## config.mk

```make
export PLATFORM = sky130hd
export DESIGN_NAME = rgb_colour_sensor_calibrator_unit_flat
export DESIGN_NICKNAME = d
export VERILOG_FILES = /design/src/rgbcal_pkg.sv /design/src/rgbcal_in_if.sv /design/src/rgbcal_out_if.sv /design/src/rgb_colour_sensor_calibrator_unit.sv /design/src/rgbcal_ctrl.sv /design/src/rgbcal_datapath.sv /design/src/flat_wrapper.sv
export SDC_FILE = /design/constraint.sdc
export NUM_CORES = 1
export LEC_CHECK = 0
export BUFFER_PORTS_ARGS = -buffer_cell sky130_fd_sc_hd__buf_2
export CAP_MARGIN = 20
export CORE_UTILIZATION = 25
export CTS_CLUSTER_SIZE = 14
export DETAILED_ROUTE_END_ITERATION = 7
export GPL_ROUTABILITY_DRIVEN = 0
export PLACE_DENSITY = 0.42
export SYNTH_ARGS = -nofsm -noshare
export SYNTH_HDL_FRONTEND = slang
export SYNTH_SLANG_ARGS = --single-unit
```

## constraint.sdc

```tcl
create_clock -name clk_i -period 11.19 [get_ports clk_i]
set_input_delay 0.5595 -clock clk_i [delete_from_list [all_inputs] [get_ports clk_i]]
set_output_delay 0.5595 -clock clk_i [all_outputs]
set_load 0.1 [all_outputs]
```

## src/rgbcal_pkg.sv

```systemverilog
package rgbcal_pkg;

  // Field and register widths
  localparam int ADC_W       = 10;
  localparam int DELAY_W     = 16;
  localparam int ROUNDS_W    = 4;
  localparam int LEVEL_W     = 8;
  localparam int PHASE_W     = 2;
  localparam int LED_W       = 3;
  localparam int CH_W        = 2;
  localparam int CFG_IDX_W   = 2;
  localparam int CFG_DATA_W  = 16;

  // Parameter defaults
  localparam int SAMPLE_BITS_DEF = 10;

  // Register reset values
  localparam logic [DELAY_W-1:0]  DELAY_RESET  = 16'd100;
  localparam logic [ROUNDS_W-1:0] ROUNDS_RESET = 4'd5;

  localparam logic [LEVEL_W-1:0] LEVEL_MAX = 8'd255;

  // Register indexes
  localparam logic [CFG_IDX_W-1:0] CFG_MEASURE_DELAY     = 2'd0;
  localparam logic [CFG_IDX_W-1:0] CFG_ROUNDS_PER_TARGET = 2'd1;

  // Target phases
  localparam logic [PHASE_W-1:0] PH_WHITE  = 2'd0;
  localparam logic [PHASE_W-1:0] PH_BLACK  = 2'd1;
  localparam logic [PHASE_W-1:0] PH_COLOUR = 2'd2;
  localparam logic [PHASE_W-1:0] PH_SPARE  = 2'd3;

  // LED channel indexes
  localparam logic [CH_W-1:0] CH_RED   = 2'd0;
  localparam logic [CH_W-1:0] CH_GREEN = 2'd1;
  localparam logic [CH_W-1:0] CH_BLUE  = 2'd2;

  // Active-low LED patterns
  localparam logic [LED_W-1:0] LED_OFF   = 3'b111;
  localparam logic [LED_W-1:0] LED_RED   = 3'b110;
  localparam logic [LED_W-1:0] LED_GREEN = 3'b101;
  localparam logic [LED_W-1:0] LED_BLUE  = 3'b011;

  // Controller -> datapath
  typedef struct packed {
    logic            tick;     // apply one accepted tick
    logic            setup;    // latch differences for channel ch
    logic            scale;    // form numerator and shifted divisor
    logic            step;     // one restoring division step
    logic            store;    // write level for channel ch
    logic            load;     // capture output transaction
    logic            ready;    // colour_ready bit of that transaction
    logic [CH_W-1:0] ch;
  } rgbcal_cmd_t;

  // Datapath -> controller
  typedef struct packed {
    logic calc_req;            // this tick finishes the colour target
  } rgbcal_stat_t;

endpackage

```

## src/rgbcal_in_if.sv

```systemverilog
interface rgbcal_in_if;
  import rgbcal_pkg::*;

  logic             valid;
  logic             ready;
  logic             button_level;
  logic [ADC_W-1:0] adc_sample;

  modport source (output valid, button_level, adc_sample, input ready);
  modport sink   (input valid, button_level, adc_sample, output ready);
endinterface

```

## src/rgbcal_out_if.sv

```systemverilog
interface rgbcal_out_if;
  import rgbcal_pkg::*;

  logic               valid;
  logic               ready;
  logic [LED_W-1:0]   led_drive;
  logic [LEVEL_W-1:0] red_level;
  logic [LEVEL_W-1:0] green_level;
  logic [LEVEL_W-1:0] blue_level;
  logic [PHASE_W-1:0] phase;
  logic               colour_ready;

  modport source (output valid, led_drive, red_level, green_level, blue_level, phase,
                  colour_ready, input ready);
  modport sink   (input valid, led_drive, red_level, green_level, blue_level, phase,
                  colour_ready, output ready);
endinterface

```

## src/rgb_colour_sensor_calibrator_unit.sv

```systemverilog
// Flow: an accepted tick updates the run state, then the EMIT state loads its result
//   transaction; a tick that ends the colour run first passes SETUP, SCALE, ITER, STORE
//   per channel on the 8-step restoring divider shared across the three channels. No new
//   tick is taken until the last result is loaded and the output slot is free or draining.
// Reset: rst_ni async active low; registers return to defaults, sums and levels
//   clear, delay counter loads 100, all LEDs off, no transaction pending.
module rgb_colour_sensor_calibrator_unit #(
  parameter int SAMPLE_BITS = rgbcal_pkg::SAMPLE_BITS_DEF
) (
  input  logic                              clk_i,
  input  logic                              rst_ni,
  // Configuration write port: index 0 measure_delay, 1 rounds_per_target
  input  logic                              cfg_we_i,
  input  logic [rgbcal_pkg::CFG_IDX_W-1:0]  cfg_idx_i,
  input  logic [rgbcal_pkg::CFG_DATA_W-1:0] cfg_wdata_i,
  // One transaction per timer tick in, one result transaction out
  rgbcal_in_if.sink                         sample_ch,
  rgbcal_out_if.source                      result_ch
);
  import rgbcal_pkg::*;

  rgbcal_cmd_t  cmd;
  rgbcal_stat_t stat;

  // Controller: sequences tick, division steps and the output register.
  // Input ready only while idle and the output slot is free or draining.
  rgbcal_ctrl u_ctrl (
    .clk_i       (clk_i),
    .rst_ni      (rst_ni),
    .in_valid_i  (sample_ch.valid),
    .in_ready_o  (sample_ch.ready),
    .out_valid_o (result_ch.valid),
    .out_ready_i (result_ch.ready),
    .stat_i      (stat),
    .cmd_o       (cmd)
  );

  // Datapath: run/delay state, per-target sums, level divider, output payload.
  rgbcal_datapath #(
    .SAMPLE_BITS (SAMPLE_BITS)
  ) u_datapath (
    .clk_i          (clk_i),
    .rst_ni         (rst_ni),
    .cfg_we_i       (cfg_we_i),
    .cfg_idx_i      (cfg_idx_i),
    .cfg_wdata_i    (cfg_wdata_i),
    .button_level_i (sample_ch.button_level),
    .adc_sample_i   (sample_ch.adc_sample),
    .cmd_i          (cmd),
    .stat_o         (stat),
    .led_drive_o    (result_ch.led_drive),
    .red_level_o    (result_ch.red_level),
    .green_level_o  (result_ch.green_level),
    .blue_level_o   (result_ch.blue_level),
    .phase_o        (result_ch.phase),
    .colour_ready_o (result_ch.colour_ready)
  );

endmodule

```

## src/rgbcal_ctrl.sv

```systemverilog
module rgbcal_ctrl (
  input  logic                     clk_i,
  input  logic                     rst_ni,
  input  logic                     in_valid_i,
  output logic                     in_ready_o,
  output logic                     out_valid_o,
  input  logic                     out_ready_i,
  input  rgbcal_pkg::rgbcal_stat_t stat_i,
  output rgbcal_pkg::rgbcal_cmd_t  cmd_o
);
  import rgbcal_pkg::*;

  localparam logic [2:0] S_IDLE  = 3'd0;
  localparam logic [2:0] S_EMIT  = 3'd1;
  localparam logic [2:0] S_SETUP = 3'd2;
  localparam logic [2:0] S_SCALE = 3'd3;
  localparam logic [2:0] S_ITER  = 3'd4;
  localparam logic [2:0] S_STORE = 3'd5;
  localparam logic [2:0] S_EMITC = 3'd6;

  localparam int          ITER_N = LEVEL_W;
  localparam int          ITER_W = $clog2(ITER_N);
  localparam logic [ITER_W-1:0] ITER_LAST = ITER_W'(ITER_N - 1);

  logic [2:0]        state_q, state_d;
  logic [CH_W-1:0]   ch_q, ch_d;
  logic [ITER_W-1:0] iter_q, iter_d;
  logic              out_valid_q, out_valid_d;
  logic              accept;

  // Output register is free or being emptied this cycle
  assign in_ready_o  = (state_q == S_IDLE) && (!out_valid_q || out_ready_i);
  assign accept      = in_valid_i && in_ready_o;
  assign out_valid_o = out_valid_q;

  always_comb begin
    state_d     = state_q;
    ch_d        = ch_q;
    iter_d      = iter_q;
    cmd_o       = '0;
    cmd_o.ch    = ch_q;
    out_valid_d = out_valid_q;
    if (out_ready_i) begin
      out_valid_d = 1'b0;
    end
    case (state_q)
      S_IDLE: begin
        if (accept) begin
          cmd_o.tick = 1'b1;
          ch_d       = CH_RED;
          state_d    = stat_i.calc_req ? S_SETUP : S_EMIT;
        end
      end
      S_EMIT: begin
        cmd_o.load  = 1'b1;
        out_valid_d = 1'b1;
        state_d     = S_IDLE;
      end
      S_SETUP: begin
        cmd_o.setup = 1'b1;
        state_d     = S_SCALE;
      end
      S_SCALE: begin
        cmd_o.scale = 1'b1;
        iter_d      = '0;
        state_d     = S_ITER;
      end
      S_ITER: begin
        cmd_o.step = 1'b1;
        iter_d     = iter_q + ITER_W'(1);
        if (iter_q == ITER_LAST) begin
          state_d = S_STORE;
        end
      end
      S_STORE: begin
        cmd_o.store = 1'b1;
        if (ch_q == CH_BLUE) begin
          state_d = S_EMITC;
        end else begin
          ch_d    = ch_q + CH_W'(1);
          state_d = S_SETUP;
        end
      end
      S_EMITC: begin
        cmd_o.load  = 1'b1;
        cmd_o.ready = 1'b1;
        out_valid_d = 1'b1;
        state_d     = S_IDLE;
      end
      default: begin
        state_d = S_IDLE;
      end
    endcase
  end

  always_ff @(posedge clk_i or negedge rst_ni) begin
    if (!rst_ni) begin
      state_q     <= S_IDLE;
      ch_q        <= CH_RED;
      iter_q      <= '0;
      out_valid_q <= 1'b0;
    end else begin
      state_q     <= state_d;
      ch_q        <= ch_d;
      iter_q      <= iter_d;
      out_valid_q <= out_valid_d;
    end
  end

endmodule

```

## src/rgbcal_datapath.sv

```systemverilog
module rgbcal_datapath #(
  parameter int SAMPLE_BITS = rgbcal_pkg::SAMPLE_BITS_DEF
) (
  input  logic                               clk_i,
  input  logic                               rst_ni,
  input  logic                               cfg_we_i,
  input  logic [rgbcal_pkg::CFG_IDX_W-1:0]   cfg_idx_i,
  input  logic [rgbcal_pkg::CFG_DATA_W-1:0]  cfg_wdata_i,
  input  logic                               button_level_i,
  input  logic [rgbcal_pkg::ADC_W-1:0]       adc_sample_i,
  input  rgbcal_pkg::rgbcal_cmd_t            cmd_i,
  output rgbcal_pkg::rgbcal_stat_t           stat_o,
  output logic [rgbcal_pkg::LED_W-1:0]       led_drive_o,
  output logic [rgbcal_pkg::LEVEL_W-1:0]     red_level_o,
  output logic [rgbcal_pkg::LEVEL_W-1:0]     green_level_o,
  output logic [rgbcal_pkg::LEVEL_W-1:0]     blue_level_o,
  output logic [rgbcal_pkg::PHASE_W-1:0]     phase_o,
  output logic                               colour_ready_o
);
  import rgbcal_pkg::*;

  localparam int SUM_W  = SAMPLE_BITS + 4;
  localparam int WIDE_W = SUM_W + ADC_W;
  localparam int TAKE_W = (SAMPLE_BITS < ADC_W) ? SAMPLE_BITS : ADC_W;
  localparam logic [WIDE_W-1:0] SAMPLE_MASK = WIDE_W'((64'd1 << TAKE_W) - 64'd1);
  localparam int NUM_W  = SUM_W + LEVEL_W;

  // Configuration
  logic [DELAY_W-1:0]  md_q;
  logic [ROUNDS_W-1:0] rpt_q;

  // Tick state
  logic [DELAY_W-1:0]  dly_q, dly_d;
  logic                run_q, run_d;
  logic [CH_W-1:0]     idx_q, idx_d;
  logic [PHASE_W-1:0]  phase_q, phase_d;
  logic [ROUNDS_W-1:0] rounds_q, rounds_d;
  logic [LED_W-1:0]    mask_q, mask_d;
  logic                prev_q;
  logic [2:0][SUM_W-1:0]   white_q, white_d;
  logic [2:0][SUM_W-1:0]   black_q, black_d;
  logic [2:0][SUM_W-1:0]   colour_q, colour_d;
  logic [2:0][LEVEL_W-1:0] lvl_q, lvl_d;

  // Division unit
  logic [SUM_W-1:0]   diff_q, span_q;
  logic               spec_q;
  logic [LEVEL_W-1:0] spec_val_q;
  logic [NUM_W-1:0]   rem_q, dsh_q;
  logic [LEVEL_W-1:0] quo_q;

  // Output register
  logic [LED_W-1:0]        o_led_q;
  logic [2:0][LEVEL_W-1:0] o_lvl_q;
  logic [PHASE_W-1:0]      o_phase_q;
  logic                    o_rdy_q;

  logic [WIDE_W-1:0] sample_wide;
  logic [SUM_W-1:0]  sample;
  logic              start, take, finish;
  logic [SUM_W-1:0]  c_sel, b_sel, w_sel;

  assign sample_wide = {{SUM_W{1'b0}}, adc_sample_i} & SAMPLE_MASK;
  assign sample      = sample_wide[SUM_W-1:0];

  // One timer tick
  always_comb begin
    dly_d    = dly_q;
    run_d    = run_q;
    idx_d    = idx_q;
    phase_d  = phase_q;
    rounds_d = rounds_q;
    mask_d   = mask_q;
    white_d  = white_q;
    black_d  = black_q;
    colour_d = colour_q;
    lvl_d    = lvl_q;
    take     = 1'b0;
    finish   = 1'b0;
    start    = prev_q && !button_level_i;

    if (start) begin
      run_d = 1'b1;
      dly_d = md_q;
      if (phase_q == PH_COLOUR || phase_q == PH_SPARE) begin
        phase_d  = PH_COLOUR;
        colour_d = '0;
        lvl_d    = '0;
      end
    end

    if (dly_d == '0 && !run_d) begin
      mask_d = LED_OFF;
    end

    dly_d = dly_d - DELAY_W'(1);
    if (dly_d == '0 && run_d) begin
      case (idx_q)
        CH_RED: begin
          mask_d = LED_RED;
          take   = 1'b1;
        end
        CH_GREEN: begin
          mask_d = LED_GREEN;
          take   = 1'b1;
        end
        CH_BLUE: begin
          mask_d   = LED_BLUE;
          rounds_d = rounds_d + ROUNDS_W'(1);
          take     = 1'b1;
        end
        default: ;
      endcase
      dly_d = md_q;
    end

    if (take) begin
      case (phase_d)
        PH_WHITE:  white_d[idx_q]  = white_d[idx_q] + sample;
        PH_BLACK:  black_d[idx_q]  = black_d[idx_q] + sample;
        PH_COLOUR: colour_d[idx_q] = colour_d[idx_q] + sample;
        default: ;
      endcase
      idx_d = (idx_q == CH_BLUE) ? CH_RED : idx_q + CH_W'(1);
      if (rounds_d == rpt_q) begin
        finish   = (phase_d == PH_COLOUR);
        rounds_d = '0;
        run_d    = 1'b0;
        dly_d    = md_q;
        if (phase_d == PH_WHITE || phase_d == PH_BLACK) begin
          phase_d = phase_d + PHASE_W'(1);
        end
      end
    end
  end

  assign stat_o.calc_req = finish;

  // Channel select for the level calculation
  always_comb begin
    case (cmd_i.ch)
      CH_RED: begin
        c_sel = colour_q[0];
        b_sel = black_q[0];
        w_sel = white_q[0];
      end
      CH_GREEN: begin
        c_sel = colour_q[1];
        b_sel = black_q[1];
        w_sel = white_q[1];
      end
      default: begin
        c_sel = colour_q[2];
        b_sel = black_q[2];
        w_sel = white_q[2];
      end
    endcase
  end

  always_ff @(posedge clk_i or negedge rst_ni) begin
    if (!rst_ni) begin
      md_q     <= DELAY_RESET;
      rpt_q    <= ROUNDS_RESET;
      dly_q    <= DELAY_RESET;
      run_q    <= 1'b0;
      idx_q    <= CH_RED;
      phase_q  <= PH_WHITE;
      rounds_q <= '0;
      mask_q   <= LED_OFF;
      prev_q   <= 1'b0;
      white_q  <= '0;
      black_q  <= '0;
      colour_q <= '0;
      lvl_q    <= '0;
    end else begin
      if (cfg_we_i) begin
        case (cfg_idx_i)
          CFG_MEASURE_DELAY:     md_q  <= cfg_wdata_i[DELAY_W-1:0];
          CFG_ROUNDS_PER_TARGET: rpt_q <= cfg_wdata_i[ROUNDS_W-1:0];
          default: ;
        endcase
      end
      if (cmd_i.tick) begin
        dly_q    <= dly_d;
        run_q    <= run_d;
        idx_q    <= idx_d;
        phase_q  <= phase_d;
        rounds_q <= rounds_d;
        mask_q   <= mask_d;
        prev_q   <= button_level_i;
        white_q  <= white_d;
        black_q  <= black_d;
        colour_q <= colour_d;
        lvl_q    <= lvl_d;
      end
      if (cmd_i.store) begin
        lvl_q[cmd_i.ch] <= spec_q ? spec_val_q : quo_q;
      end
    end
  end

  // Level = floor((c-b)*255/(w-b)), clamped; quotient never exceeds 8 bits
  always_ff @(posedge clk_i) begin
    if (cmd_i.setup) begin
      diff_q <= c_sel - b_sel;
      span_q <= w_sel - b_sel;
      if (c_sel < b_sel) begin
        spec_q     <= 1'b1;
        spec_val_q <= '0;
      end else if (c_sel > w_sel) begin
        spec_q     <= 1'b1;
        spec_val_q <= LEVEL_MAX;
      end else if (w_sel == b_sel) begin
        spec_q     <= 1'b1;
        spec_val_q <= '0;
      end else begin
        spec_q     <= 1'b0;
        spec_val_q <= '0;
      end
    end
    if (cmd_i.scale) begin
      rem_q <= {diff_q, {LEVEL_W{1'b0}}} - {{LEVEL_W{1'b0}}, diff_q};
      dsh_q <= {1'b0, span_q, {(LEVEL_W-1){1'b0}}};
      quo_q <= '0;
    end
    if (cmd_i.step) begin
      if (rem_q >= dsh_q) begin
        rem_q <= rem_q - dsh_q;
        quo_q <= {quo_q[LEVEL_W-2:0], 1'b1};
      end else begin
        quo_q <= {quo_q[LEVEL_W-2:0], 1'b0};
      end
      dsh_q <= {1'b0, dsh_q[NUM_W-1:1]};
    end
    if (cmd_i.load) begin
      o_led_q   <= mask_q;
      o_lvl_q   <= lvl_q;
      o_phase_q <= phase_q;
      o_rdy_q   <= cmd_i.ready;
    end
  end

  assign led_drive_o    = o_led_q;
  assign red_level_o    = o_lvl_q[0];
  assign green_level_o  = o_lvl_q[1];
  assign blue_level_o   = o_lvl_q[2];
  assign phase_o        = o_phase_q;
  assign colour_ready_o = o_rdy_q;

endmodule

```

## src/flat_wrapper.sv

```systemverilog
// flat-port wrapper written by rule: the top's interface ports become plain ports
module rgb_colour_sensor_calibrator_unit_flat import rgbcal_pkg::*;
#(
  parameter int SAMPLE_BITS = rgbcal_pkg::SAMPLE_BITS_DEF
)
  (clk_i, rst_ni, cfg_we_i, cfg_idx_i, cfg_wdata_i, sample_ch_valid, sample_ch_button_level, sample_ch_adc_sample, sample_ch_ready, result_ch_valid, result_ch_led_drive, result_ch_red_level, result_ch_green_level, result_ch_blue_level, result_ch_phase, result_ch_colour_ready, result_ch_ready);
  rgbcal_in_if sample_ch_i ();
  rgbcal_out_if result_ch_i ();
  input  logic clk_i;
  input  logic rst_ni;
  input  logic cfg_we_i;
  input  logic [rgbcal_pkg::CFG_IDX_W-1:0] cfg_idx_i;
  input  logic [rgbcal_pkg::CFG_DATA_W-1:0] cfg_wdata_i;
  input wire logic [$bits(sample_ch_i.valid)-1:0] sample_ch_valid;
  input wire logic [$bits(sample_ch_i.button_level)-1:0] sample_ch_button_level;
  input wire logic [$bits(sample_ch_i.adc_sample)-1:0] sample_ch_adc_sample;
  output wire logic [$bits(sample_ch_i.ready)-1:0] sample_ch_ready;
  output wire logic [$bits(result_ch_i.valid)-1:0] result_ch_valid;
  output wire logic [$bits(result_ch_i.led_drive)-1:0] result_ch_led_drive;
  output wire logic [$bits(result_ch_i.red_level)-1:0] result_ch_red_level;
  output wire logic [$bits(result_ch_i.green_level)-1:0] result_ch_green_level;
  output wire logic [$bits(result_ch_i.blue_level)-1:0] result_ch_blue_level;
  output wire logic [$bits(result_ch_i.phase)-1:0] result_ch_phase;
  output wire logic [$bits(result_ch_i.colour_ready)-1:0] result_ch_colour_ready;
  input wire logic [$bits(result_ch_i.ready)-1:0] result_ch_ready;
  assign sample_ch_i.valid = sample_ch_valid;
  assign sample_ch_i.button_level = sample_ch_button_level;
  assign sample_ch_i.adc_sample = sample_ch_adc_sample;
  assign sample_ch_ready = sample_ch_i.ready;
  assign result_ch_valid = result_ch_i.valid;
  assign result_ch_led_drive = result_ch_i.led_drive;
  assign result_ch_red_level = result_ch_i.red_level;
  assign result_ch_green_level = result_ch_i.green_level;
  assign result_ch_blue_level = result_ch_i.blue_level;
  assign result_ch_phase = result_ch_i.phase;
  assign result_ch_colour_ready = result_ch_i.colour_ready;
  assign result_ch_i.ready = result_ch_ready;
  rgb_colour_sensor_calibrator_unit #(.SAMPLE_BITS(SAMPLE_BITS)) u_core (.clk_i(clk_i), .rst_ni(rst_ni), .cfg_we_i(cfg_we_i), .cfg_idx_i(cfg_idx_i), .cfg_wdata_i(cfg_wdata_i), .sample_ch(sample_ch_i), .result_ch(result_ch_i));
endmodule
```

* Yosys cells after proc, flatten, opt, wreduce, memory -nomap -nowiden *
Index checks and enable logic that the tools add are counted.

operators by class
  add/subtract/negate cells = 13
  magnitude comparators = 7
  equal/unequal tests = 21
  multiplexer cells = 79
  reductions and logical operators = 34

operators with widths
  cell                                                count
  2-to-1 mux 42 bit                                   4
  bitwise mux 42 bit                                  3
  2-to-1 mux 24 bit                                   4
  binary-select mux 14 bit (select 2 bit)             3
  one-hot mux 14 bit (2 select lines)                 3
  2-to-1 mux 22 bit                                   3
  2-to-1 mux 16 bit                                   4
  2-to-1 mux 14 bit                                   4
  adder 14 x 10 -> 14 bit                             3
  2-to-1 mux 8 bit                                    5
  zero test 16 bit                                    2
  demux 14 bit (select 2 bit)                         1
  subtractor 14 bit                                   2
  bitwise mux 24 bit                                  1
  greater-or-equal comparator 22 x 21 -> 1 bit        1
  subtractor 22 x 14 -> 22 bit                        1
  subtractor 22 x 21 -> 22 bit                        1
  2-to-1 mux 21 bit                                   1
  2-to-1 mux 20 bit                                   1
  2-to-1 mux 1 bit                                    19
  2-to-1 mux 2 bit                                    9
  demux 8 bit (select 2 bit)                          1
  2-to-1 mux 4 bit                                    4
  subtractor 16 x 1 -> 16 bit, second input constant  1
  other kinds (30)                                    73

storage, ports and cells
  register bits = 326
  input bits = 34

* Depth between registers and ports, before layout *
  depth in word-level cells = 13
  depth in mapped cells = 20

* By module *
From an unflattened synthesis, not the netlist that was laid out.

second synthesis, totals
  cell total of the unflattened synthesis = 2,046
  area total of the unflattened synthesis = 19,910.3 µm²

by module, submodules not included
  module           area an instance (µm²)  cells an instance  sequential area each (µm²)  times used
  rgbcal_datapath  19,378.6                1,990              8,106.5                     1
  rgbcal_ctrl      531.8                   56                 225.2                       1

* Worst setup path before layout *
Ideal clock, no wire load.

  path kind = reg2reg
  start = register u_core.u_ctrl.out_valid_q (netlist: u_core.u_ctrl.out_valid_o)
  end = register u_core.u_datapath.black_q[18] in the netlist's numbering
  stages on the path, launching flop included = 8
  clock period less this slack = 6,095 ps
  arrival time = 5,971 ps
  buffers on the path = 2
  data required time = 11,065 ps
  library setup time = 125 ps
  slack = 5,095 ps
  cells stage by stage = dfrtp_1 -> nor2b_1 -> nor4_1 -> nand2_1 -> buf_1 -> nor4_4 -> buf_2 -> mux2_2

between the ends
  longest elaborated chain between the ends = 7

RTL lines
  item                                  line                    RTL
  start: declaration                    rgbcal_ctrl.sv:28       logic out_valid_q, out_valid_d;
  start signal: assignment              rgbcal_ctrl.sv:106      out_valid_q <= out_valid_d;
  zero test 1 bit                       rgbcal_ctrl.sv:32       assign in_ready_o = (state_q == S_IDLE) && (!out_valid_q || out_ready_i);
  logical OR 1 bit                      rgbcal_ctrl.sv:32
  logical AND 1 bit                     rgbcal_ctrl.sv:32
  net sample_ch_ready                   flat_wrapper.sv:17      output wire logic [$bits(sample_ch_i.ready)-1:0] sample_ch_ready;
  logical AND 1 bit                     rgbcal_ctrl.sv:33       assign accept = in_valid_i && in_ready_o;
  2-to-1 mux 1 bit                      rgbcal_ctrl.sv:48       if (accept) begin
  2-to-1 mux 1 bit                      rgbcal_ctrl.sv:46       case (state_q)
  AND reduction 3 bit (no source line)  n/a
  end signal: assignment                rgbcal_datapath.sv:192  black_q <= black_d;
  end: declaration                      rgbcal_datapath.sv:41   logic [2:0][SUM_W-1:0] black_q, black_d;

The timed path passes the listed nets, and every way through them passes these cells.
A chain may end at the register's enable or synchronous reset.

* Worst setup path in the final report *
  start = register u_core.u_datapath.prev_q
  end = register u_core.u_datapath.white_q[13] in the netlist's numbering

between the ends
  longest elaborated chain between the ends = 7
  elaborated cells on any way between the ends = 10
  classes of those cells = add/sub (1); mux (4); reduce/logical (5)

RTL lines
  item                                    line                    RTL
  start: declaration                      rgbcal_datapath.sv:39   logic prev_q;
  start signal: assignment                rgbcal_datapath.sv:190  prev_q <= button_level_i;
  logical AND 1 bit *                     rgbcal_datapath.sv:80   start = prev_q && !button_level_i;
  2-to-1 mux 16 bit                       rgbcal_datapath.sv:82   if (start) begin
  subtractor 16 x 1 -> 16 bit             rgbcal_datapath.sv:96   dly_d = dly_d - DELAY_W'(1);
  zero test 16 bit                        rgbcal_datapath.sv:97   if (dly_d == '0 && run_d) begin
  logical AND 1 bit                       rgbcal_datapath.sv:97
  2-to-1 mux 1 bit                        rgbcal_datapath.sv:97
  AND reduction 3 bit (no source line) *  n/a
  end signal: assignment                  rgbcal_datapath.sv:191  white_q <= white_d;
  end: declaration                        rgbcal_datapath.sv:40   logic [2:0][SUM_W-1:0] white_q, white_d;

Every way passes the cells marked *; elsewhere a longest branch is shown, timed or not.

==> reports/qor.yml <==
slew_viol_final: 0
finalSetupViolCount: 0
clock-sinks: 319
worst_slew_pin_slew_ns: 1.02
power_frac_seq_pct: 36.4
grt_use_total_pct: 14.6
wl_per_cell_um: 18.9
port_buffers: 65
arrival_ns: 5.32
synth_edf_count: 89
yosysUniqueCellTypes: 89
synth-seq-area-share_pct: 41.7
routed_wirelength_um: 59400
synthCells: 2021
cts_buffers: 41
swShare_pct: 38.3
p_clk_share_pct: 29.7
route.detailed.drc: 0
min_period_ns: 4.88
ios: 66
antenna_cells: 0
vdd.ir_drop.worst_v: 0.0000971
avgSynthCellArea_sq_um: 9.88
crit_type: "register to register"
cellPowerDensity_nw_per_um2: 193
clock-skew-final_ns: 0.0357
leakage_nw: 9.62
crit_fanout: 44
busiest_layer: "met2"
whs_ns: 0.0149
critPathSlowestCell: "nor4_4"
crit_chain: "nand2b_2, buf_4, mux2i_4, ha_1, inv_1, a211oi_4, and3_1, nand3_2, mux2i_2, o2111ai_4, nor4_4, buf_6, mux2_2"
required_ns: 11.64
grt_start_max_net_pins: 90
syn_area_sq_um: 20000
switching_power_w: 0.00168
fin_nets: 2219
die_w_um: 285
slowest_delay_ns: 0.74
dpl.hpwl_um: 41900
fillers: 8190
relSlewSlack_pct: 32.0
path_clk_slew_ns: 0.06
min_path_type: "input pin to asynchronous set/reset pin"
syn-num-nets: 2173
clk_latency_ns: 0.57
hold_viol_final: 0
drv_cap: 0
cts_max_level: 2
fin_tns_setup_ns: 0
multi_input_area_sq_um: 10900
cts_root_buf: "clkbuf_16"
fin_crit_sh_pct: 43.6
fin_ws_ns: 6.31
combPwrFrac_pct: 33.9
drtIter0Drc: 956
register_area_sq_um: 8330
grtUsageMet3_pct: 2.44
final_common_cell: "dfrtp_1"
yosys_register_bits: 319
viasPerCell: 4.94
synthToLayoutAreaGrowth_pct: 14.3
final_antenna_net_count: 0
rsz0062_at_grt: "no"
async_reset_ff_share_pct: 65.2
rows: 103
use_met1_pct: 20.5
ys.flop_type: "dfrtp_1"
max_freq_ghz: 0.205
yosysWarningCount: 0
cts_tree: "done"
use_met2_pct: 23.1
cts_setup_buffers: 0
initial_core_util_pct: 25.3
design.die.area_sq_um: 81000
grt_pass1_wl_um: 93300
start_kind: "register"
cp_top_family: "simple AND/OR/NAND/NOR gates"
fin_util_pct: 28.9
layout_common_cells: "dfrtp_1 (196), nand2_1 (185), nor2_1 (140), a21oi_1 (131), o21ai_0 (116)"
antenna_found_initial: 0
overflow: 0
p_int_w: 0.00271
drive_gt1_share_pct: 14.1
status: "completed"
drtPass1Iterations: 5
vias: 15554
ctsLongestPathBuffers: 3
cts_hold_buf: 0
grt_pass1_vias: 15506
dp_slack_ns: 5.85
end_kind: "register"
cts_resized: 0
core_sq_um: 79000
die_h_um: 285
critPathBufInv: 3
cell type report:
cell class	instances	share of cell area, %
multi-input cells	1513	47.8
repair buffers	97	2.62
clock inverters	12	0.477
clock buffers	61	5.27
inverters	95	1.56
well taps	1050	5.76
flip-flops and latches	319	36.5
worst paths after layout:
| check | from | endpoint | slack, ns | cells past startpoint |
|---|---|---|---|---|
| max in group asynchronous | rst_ni | u_core.u_datapath.black_q[10] | 9.13 | 3 |
| hold reg to reg | u_core.u_datapath.lvl_q[10] | u_core.u_datapath.green_level_o[2] | 0.45 | 0 |
| min in group clk_i | cfg_wdata_i[13] | u_core.u_datapath.md_q[13] | 0.22 | 2 |
| setup / recovery | u_core.u_datapath.prev_q | u_core.u_datapath.white_q[13] | 6.31 | 13 |
| hold / removal | rst_ni | u_core.u_datapath.colour_q[41] | 0.01 | 1 |
| setup reg to reg | u_core.u_datapath.prev_q | u_core.u_datapath.white_q[13] | 6.31 | 13 |
power by group through the flow:
stage / combinational, W / clock, W / sequential (W)
floorplan: 0.000940 / 0 / 0.00180
global placement: 0.00148 / 0 / 0.00162
detailed placement: 0.00150 / 0 / 0.00162
CTS: 0.00150 / 0.00136 / 0.00160
global route: 0.00164 / 0.00139 / 0.00163
finish: 0.00149 / 0.00130 / 0.00160
synthesized netlist by cell type, drive strengths merged (15+ instances only):
master	number	area (sq um)
o211ai	15	113
a21oi	133	673
a22o	34	298
o21ai	118	591
buf	28	183
and2	19	119
mux2	106	1200
nand3	61	310
xnor2	66	578
edfxtp	89	2670
nor4	19	243
nor3	36	180
inv	95	357
nor2	142	533
or3	32	200
dfrtp	197	4930
dfxtp	22	440
a21o	30	225
or2	16	100
and3	24	150
ha	112	1400
nor2b	17	106
xor2	34	298
nand2	186	698
clkbuf	66	248
mux2i	89	915
a32o	28	280
o31ai	21	158
per-stage QoR:
stage / area (sq um) / std cells / total power [W]
finish: 22800 / 3147 / 0.00439
global route: 22800 / 3147 / 0.00466
CTS: 22800 / 3146 / 0.00446
detailed placement: 21500 / 3073 / 0.00312
global placement: 21400 / 3070 / 0.00310
floorplan: 20000 / 2021 / 0.00274
routing by layer:
| metal | up-vias | share of wire [%] | wire length (um) |
|---|---|---|---|
| met4 | 0 | 2.2 | 1300 |
| li1 | 7494 | - | - |
| met1 | 7661 | 49 | 28900 |
| met5 | - | 0 | 0 |
| met2 | 332 | 45 | 26700 |
| met3 | 67 | 4.4 | 2590 |
worst register-to-register path: stages, from the launching register on:
cell and delay [ns]:
dfrtp_1 0.42, nand2b_2 0.08, buf_4 0.47, mux2i_4 0.41
ha_1 0.32, inv_1 0.15, a211oi_4 0.23, and3_1 0.32
nand3_2 0.20, mux2i_2 0.39, o2111ai_4 0.41, nor4_4 0.76
buf_6 0.25, mux2_2 0.35
sequential cells by signal (all words and copies together) (netlist names), 3 cells and up:
name / count
u_core.u_ctrl.iter_q: 3
u_core.u_datapath.black_q: 42
u_core.u_datapath.blue_level_o: 8
u_core.u_datapath.diff_q: 14
u_core.u_datapath.colour_q: 42
u_core.u_datapath.span_q: 14
u_core.u_datapath.led_drive_o: 3
u_core.u_datapath.rpt_q: 4
u_core.u_datapath.lvl_q: 24
u_core.u_datapath.mask_q: 3
u_core.u_datapath.rem_q: 22
u_core.u_datapath.white_q: 42
u_core.u_datapath.quo_q: 8
u_core.u_datapath.red_level_o: 8
u_core.u_ctrl.state_q: 3
u_core.u_datapath.md_q: 16
u_core.u_datapath.rounds_q: 4
u_core.u_datapath.green_level_o: 8
u_core.u_datapath.dsh_q: 21
u_core.u_datapath.dly_q: 16
cell families after synthesis:
family / count (synthesis) / share of synthesized area (%)
muxes: 195 / 10.6
buffers and inverters: 189 / 3.94
DFF: 319 / 41.7
xor gates and xnor gates: 100 / 4.39
and+or+nand+nor: 606 / 15.2
adders and majority gates: 118 / 7.62
AOI/OAI and AO/OA: 494 / 16.5
Power figures use the tool's default switching activity.
